## src/hw/rtl/wgc_pkg.sv

```systemverilog
`default_nettype none
// -----------------------------------------------------------------------------
// Wave grid cell update package
// Shared constants, codes and the command and status types that join the
// controller to the datapath.
// -----------------------------------------------------------------------------
package wgc_pkg;

  localparam int COL_BITS   = 7;
  localparam int ROW_BITS   = 7;
  localparam int VAL_BITS   = 16;
  localparam int VEL_BITS   = 13;
  localparam int DAMP_BITS  = 9;
  localparam int MASK_BITS  = 12;
  localparam int KIND_BITS  = 2;
  localparam int ADDR_BITS  = 1 + ROW_BITS + COL_BITS;
  localparam int BOARD_DEPTH = 1 << ADDR_BITS;

  localparam logic [KIND_BITS-1:0] KIND_LOAD   = 2'd0;
  localparam logic [KIND_BITS-1:0] KIND_UPDATE = 2'd1;
  localparam logic [KIND_BITS-1:0] KIND_SWAP   = 2'd2;
  localparam logic [KIND_BITS-1:0] KIND_POKE   = 2'd3;

  localparam logic REG_DAMPING = 1'b0;
  localparam logic REG_MASK    = 1'b1;

  localparam logic [2:0] SEL_CENTRE = 3'd0;
  localparam logic [2:0] SEL_UP     = 3'd1;
  localparam logic [2:0] SEL_LEFT   = 3'd2;
  localparam logic [2:0] SEL_DOWN   = 3'd3;
  localparam logic [2:0] SEL_RIGHT  = 3'd4;

  typedef struct packed {
    logic       accept;
    logic       exec;
    logic       rd_en;
    logic [2:0] rd_sel;
    logic       st_diff;
    logic       st_mult_v;
    logic       st_clamp;
    logic       st_sum_t;
    logic       st_mult_t;
    logic       st_final;
    logic       commit;
  } wgc_cmd_t;

  typedef struct packed {
    logic                 out_busy;
    logic [KIND_BITS-1:0] kind;
  } wgc_status_t;

endpackage
`default_nettype wire

```

## src/hw/rtl/wgc_ctrl.sv

```systemverilog
`default_nettype none
// -----------------------------------------------------------------------------
// Wave grid controller
// Sequences the dispatch, reads, arithmetic stages and the write-back for one word.
// -----------------------------------------------------------------------------
module wgc_ctrl import wgc_pkg::*; (
  input  wire logic        clk,
  input  wire logic        rst,
  input  wire logic        in_valid,
  output logic             in_stall,
  input  wire wgc_status_t status,
  output wgc_cmd_t         cmd
);

  localparam logic [3:0] ST_IDLE   = 4'd0;
  localparam logic [3:0] ST_EXEC   = 4'd1;
  localparam logic [3:0] ST_RD_C   = 4'd2;
  localparam logic [3:0] ST_RD_U   = 4'd3;
  localparam logic [3:0] ST_RD_L   = 4'd4;
  localparam logic [3:0] ST_RD_D   = 4'd5;
  localparam logic [3:0] ST_RD_R   = 4'd6;
  localparam logic [3:0] ST_WAIT   = 4'd7;
  localparam logic [3:0] ST_DIFF   = 4'd8;
  localparam logic [3:0] ST_MULT_V = 4'd9;
  localparam logic [3:0] ST_CLAMP  = 4'd10;
  localparam logic [3:0] ST_SUM_T  = 4'd11;
  localparam logic [3:0] ST_MULT_T = 4'd12;
  localparam logic [3:0] ST_FINAL  = 4'd13;
  localparam logic [3:0] ST_WRITE  = 4'd14;

  logic [3:0] state, state_next;

  assign in_stall = (state != ST_IDLE);

  always_comb begin
    state_next = state;
    cmd        = '0;
    unique case (state)
      ST_IDLE: begin
        if (in_valid) begin
          cmd.accept = 1'b1;
          state_next = ST_EXEC;
        end
      end
      ST_EXEC: begin
        if (status.kind == KIND_UPDATE) begin
          state_next = ST_RD_C;
        end else begin
          cmd.exec   = 1'b1;
          state_next = ST_IDLE;
        end
      end
      ST_RD_C: begin
        cmd.rd_en = 1'b1; cmd.rd_sel = SEL_CENTRE; state_next = ST_RD_U;
      end
      ST_RD_U: begin
        cmd.rd_en = 1'b1; cmd.rd_sel = SEL_UP; state_next = ST_RD_L;
      end
      ST_RD_L: begin
        cmd.rd_en = 1'b1; cmd.rd_sel = SEL_LEFT; state_next = ST_RD_D;
      end
      ST_RD_D: begin
        cmd.rd_en = 1'b1; cmd.rd_sel = SEL_DOWN; state_next = ST_RD_R;
      end
      ST_RD_R: begin
        cmd.rd_en = 1'b1; cmd.rd_sel = SEL_RIGHT; state_next = ST_WAIT;
      end
      ST_WAIT:   state_next = ST_DIFF;
      ST_DIFF: begin
        cmd.st_diff = 1'b1; state_next = ST_MULT_V;
      end
      ST_MULT_V: begin
        cmd.st_mult_v = 1'b1; state_next = ST_CLAMP;
      end
      ST_CLAMP: begin
        cmd.st_clamp = 1'b1; state_next = ST_SUM_T;
      end
      ST_SUM_T: begin
        cmd.st_sum_t = 1'b1; state_next = ST_MULT_T;
      end
      ST_MULT_T: begin
        cmd.st_mult_t = 1'b1; state_next = ST_FINAL;
      end
      ST_FINAL: begin
        cmd.st_final = 1'b1; state_next = ST_WRITE;
      end
      ST_WRITE: begin
        if (!status.out_busy) begin
          cmd.commit = 1'b1;
          state_next = ST_IDLE;
        end
      end
      default: state_next = ST_IDLE;
    endcase
  end

  always_ff @(posedge clk) begin
    if (rst) begin
      state <= ST_IDLE;
    end else begin
      state <= state_next;
    end
  end

endmodule
`default_nettype wire

```

## config.mk

```make
export PLATFORM = sky130hd
export DESIGN_NAME = wgc_ctrl
export DESIGN_NICKNAME = d
export VERILOG_FILES = /design/src/hw/rtl/wgc_pkg.sv /design/src/hw/rtl/wgc_ctrl.sv
export SDC_FILE = /design/constraint.sdc
export NUM_CORES = 1
export LEC_CHECK = 0
export ABC_AREA = 1
export BUFFER_PORTS_ARGS = -buffer_cell sky130_fd_sc_hd__buf_2
export CAP_MARGIN = 10
export CORE_MARGIN = 2
export CORE_UTILIZATION = 25
export CTS_CLUSTER_DIAMETER = 100
export DETAILED_ROUTE_END_ITERATION = 10
export PLACE_DENSITY_LB_ADDON = 0.08
export SYNTH_ARGS = -nofsm -noshare
export SYNTH_HDL_FRONTEND = slang
export SYNTH_SLANG_ARGS = --single-unit
```

## constraint.sdc

```tcl
create_clock -name clk -period 2.4 [get_ports clk]
set_clock_uncertainty 0.05 [all_clocks]
set_input_delay 0.24 -clock clk [delete_from_list [all_inputs] [get_ports clk]]
set_output_delay 0.24 -clock clk [all_outputs]
set_load 0.05 [all_outputs]
```

==> results <==
- The reported max-cap violation count is 0.
- The capture endpoint of the worst hold path is state[1].
- The global route total overflow is 0.
- The I/O pin total is 20.
- The via count of the first global-routing pass was 387.
- The worst pin sits at a relative slew slack of 80.4%.
- The largest single stage delay on the critical path is 370 ps.
- The die is 42.0 um wide.
- At the pin with the least slew margin, the transition time is 294 ps.
- Of the synthesized area, sequential elements account for 22.2%.
- For this configuration, the core starts out at a cell density of 27.4%.
- The endpoint identified for the worst register-to-register timing path is state[1].
- Clock tree synthesis selected as its root buffer the cell sky130_fd_sc_hd__clkbuf_4.
- The count of synthesis-stage warnings from yosys is 0.
- The class of the most critical hold timing path is primary input to flop.
- The startpoint of the worst register-to-register path is state[3].
- The pin count of the biggest net entering global routing is 8.
- The clock passes through at most 2 buffers.
- For this block, the routed nets add up to 957 um of wire.
- The first TritonRoute pass finished after 4 iterations.
- The largest registers in the layout are state (4).
- The leakage component of the power is 0.292 nW.
- Net switching is 36.4% of the power.
- In this run the mean area of a mapped cell was 5.54 sq um.
- Traced cell by cell, the critical path runs through nor2_1 > nand3_1 > a21oi_1 > buf_2.
- The area growth from synthesis to layout is 37.8%.
- In this run, CTS created clock tree buffers numbering 3.
- TritonCTS built the clock tree.
- The routed layout has 438 vias.
- The final-report hold violation count is 0.
- The total area inside the core boundary comes to 0.00132 sq mm.
- The number of nets with antenna violations after detailed routing is 0.
- The clock network accounts for 35.7% of the total power.
- The share of power burned in combinational logic is 31.4%.
- Synthesis produced 65 cells.
- The cell-internal power is 0.144 mW.
- The worst setup path is captured at an output pin.
- In the routed layout, each cell is associated on average with a via count of 4.29.
- The completed layout was analyzed and its total power is 0.227 mW.
- The setup slack of the worst register-to-register path is 1230 ps.
- The flow ran to the end, and the final reports show no timing, DRC or antenna violations.
- In this run the power spent charging and discharging nets is 0.0826 mW.
- The total setup violations reported at the end of the flow is 0.
- The number of pins exceeding their max-slew limit in the final report is 0.
- The number of flip-flops under the largest register name is 4.
- The power density over the cells is 457 mW/mm^2.
- The height of the chip is 42.0 um.
- The number of rows created at floorplan is 13.
- The final worst-path cycle share is 70.0%.
- In this run the worst path has a maximum fanout of 7.
- The hold path startpoint is rst.
- The number of antenna diodes in the final layout is 0.
- For the worst setup path, the data arrival time is 1390 ps.
- The iteration-0 DRC count of the detailed router is 9.
- The first global-routing pass estimated 1.54 mm of wire.
- The fmax is 595 MHz.
- In this run the cell area of the synthesized design comes to 360 sq um.
- The worst setup path is of the flop to output pin kind.
- In the final timing run, aggregate negative setup slack is 0 ps.
- The clock reaches the later pin of the worst-skew pair after 230 ps.
- In this run the post-CTS setup repair buffer count came out at 0.
- The worst-path cell with the longest stage delay is sky130_fd_sc_hd__dfxtp_1.
- The wire-length estimate of the detail-placed layout is 795 um.
- The worst endpoint required time is 2110 ps.
- The maximum level of the CTS H-tree is 1.
- The worst path needs 1680 ps of the cycle, external delays included.
- Input and output buffers added on the ports amount to 19.
- Setup repair after global routing left no endpoint under its margin.
- The worst-case IR drop observed on VDD is 0.202 mV.
- When the netlist entered floorplanning its net count stood at 71.
- The total routing usage reported by global routing is 11.1%.
- The initial antenna violation count is 0.
- The synthesized netlist contains 14 unique library cells.
- Per report_power, the sequential group accounts for 32.9% of the total.
- The clock-pin slew on the worst setup and hold paths is 40 ps.
- In this run, post-CTS hold repair placed 0 buffers.
- STA classifies the critical path startpoint as a flop.
- The depth of the worst register-to-register path is 7.
- The floorplan step defined a die boundary enclosing 0.00176 sq mm.
- Ranked by flip-flop count, first place goes to state.
- The post-layout net count is 95.
- The post-detailed-route DRC marker count is 0.
- The per-cell routed wire length is 9.38 um.
- The number of sinks on the clock net is 4.
- Of the cells placed in the final design, the portion with a size suffix greater than 1 is 36.8%.
- The flop and latch count out of synthesis is 4.
- The number of cells on the worst hold path is 4.
- The congestion estimate from routability-driven global placement came to 0.809.
- The number of gates resized after cts is 0.
-- power by group through the flow --
| stage | Combinational [mW] | Sequential [mW] | Clock (mW) |
|---|---|---|---|
| 2_1_floorplan | 0.0552 | 0.0746 | 0 |
| 3_3_place_gp | 0.0719 | 0.0756 | 0 |
| 3_5_place_dp | 0.0720 | 0.0756 | 0 |
| 4_1_cts | 0.0721 | 0.0745 | 0.0863 |
| 5_1_grt | 0.0778 | 0.0751 | 0.0912 |
| 6_report | 0.0712 | 0.0746 | 0.0810 |
-- critical path, delay by kind of cell, from the launching register on --
| family | cells | cell delay, ps |
|---|---|---|
| flip-flops | 1 | 370 |
| buffers and inverters | 1 | 270 |
| AO/OA/AOI/OAI | 1 | 120 |
| AND/OR/NAND/NOR | 2 | 410 |
-- how the worst max path moves through the flow --
stage                     slack, ps  depth (start not counted)      from       to
after global routing            610                          4  state[2]  cmd[11]
final                           720                          4  state[2]  cmd[11]
after floorplan                 410                          3  state[2]  cmd[12]
after detailed placement        970                          5  state[1]  cmd[10]
after global placement          960                          4  state[2]  cmd[11]
after CTS                       710                          5  state[1]  cmd[10]
-- cells in the final DEF, fill, tap and decap left out --
master                     netlist  final
sky130_fd_sc_hd__nor3_1          1      1
sky130_fd_sc_hd__nand3_2         2      2
sky130_fd_sc_hd__nand2_2         4      4
sky130_fd_sc_hd__inv_1          10     10
sky130_fd_sc_hd__buf_2           0     19
sky130_fd_sc_hd__nor2_2          2      2
sky130_fd_sc_hd__clkbuf_4        0      3
sky130_fd_sc_hd__nand2_1        11     11
sky130_fd_sc_hd__a21oi_1         3      3
sky130_fd_sc_hd__inv_2           1      1
sky130_fd_sc_hd__o221ai_1        1      1
sky130_fd_sc_hd__nand2_4         1      1
sky130_fd_sc_hd__o21ai_0         1      1
sky130_fd_sc_hd__nand3_1         4      4
sky130_fd_sc_hd__dfxtp_1         4      4
sky130_fd_sc_hd__nor2_1         20     20
-- through the flow --
stage	hold WS (ps)	cells	worst slack, ps	utilization, %	instance area (sq um)
after floorplan	366	65	415	-	360
after global placement	472	99	965	36.0	474
after detailed placement	466	99	967	36.0	474
after CTS	219	102	709	37.7	497
after global routing	237	102	612	37.7	497
final	225	102	720	37.7	497
-- cells by family (layout without fill, tap and decap cells) --
logic type             count (synthesis)  count (layout)  share of synthesized area (%)
flip-flops                             4               4                           22.2
AO/OA/AOI/OAI                          5               5                           7.98
AND/OR/NAND/NOR                       45              45                           58.3
buffers and inverters                 11              33                           11.5
-- cells in the mapped netlist --
master | number | share of area, %
sky130_fd_sc_hd__nand2_4 | 1 | 3.1
sky130_fd_sc_hd__nand2_1 | 11 | 11
sky130_fd_sc_hd__a21oi_1 | 3 | 4.2
sky130_fd_sc_hd__nor3_1 | 1 | 1.4
sky130_fd_sc_hd__nor2_1 | 20 | 21
sky130_fd_sc_hd__nand3_2 | 2 | 5.6
sky130_fd_sc_hd__inv_2 | 1 | 1.0
sky130_fd_sc_hd__nand3_1 | 4 | 5.6
sky130_fd_sc_hd__inv_1 | 10 | 10
sky130_fd_sc_hd__o221ai_1 | 1 | 2.4
sky130_fd_sc_hd__dfxtp_1 | 4 | 22
sky130_fd_sc_hd__o21ai_0 | 1 | 1.4
sky130_fd_sc_hd__nand2_2 | 4 | 6.9
sky130_fd_sc_hd__nor2_2 | 2 | 3.5
-- metal layers --
layer | global-route usage, % | part of all wire, % | up-vias
li1 | - | - | 243
met1 | 14.2 | 46 | 183
met2 | 17.8 | 47 | 12
met3 | 1.74 | 6.2 | 0
met4 | 5.81 | 0 | 0
met5 | 0 | 0 | -
-- area by class of cell --
type | instances | area (sq um)
inverter | 11 | 41.3
sequential | 4 | 80.1
timing repair buffer | 19 | 95.1
tap | 15 | 18.8
multi-input combinational | 50 | 239
fill | 167 | 821
clock buffer | 3 | 22.5
(Power assumes the default switching activity.)
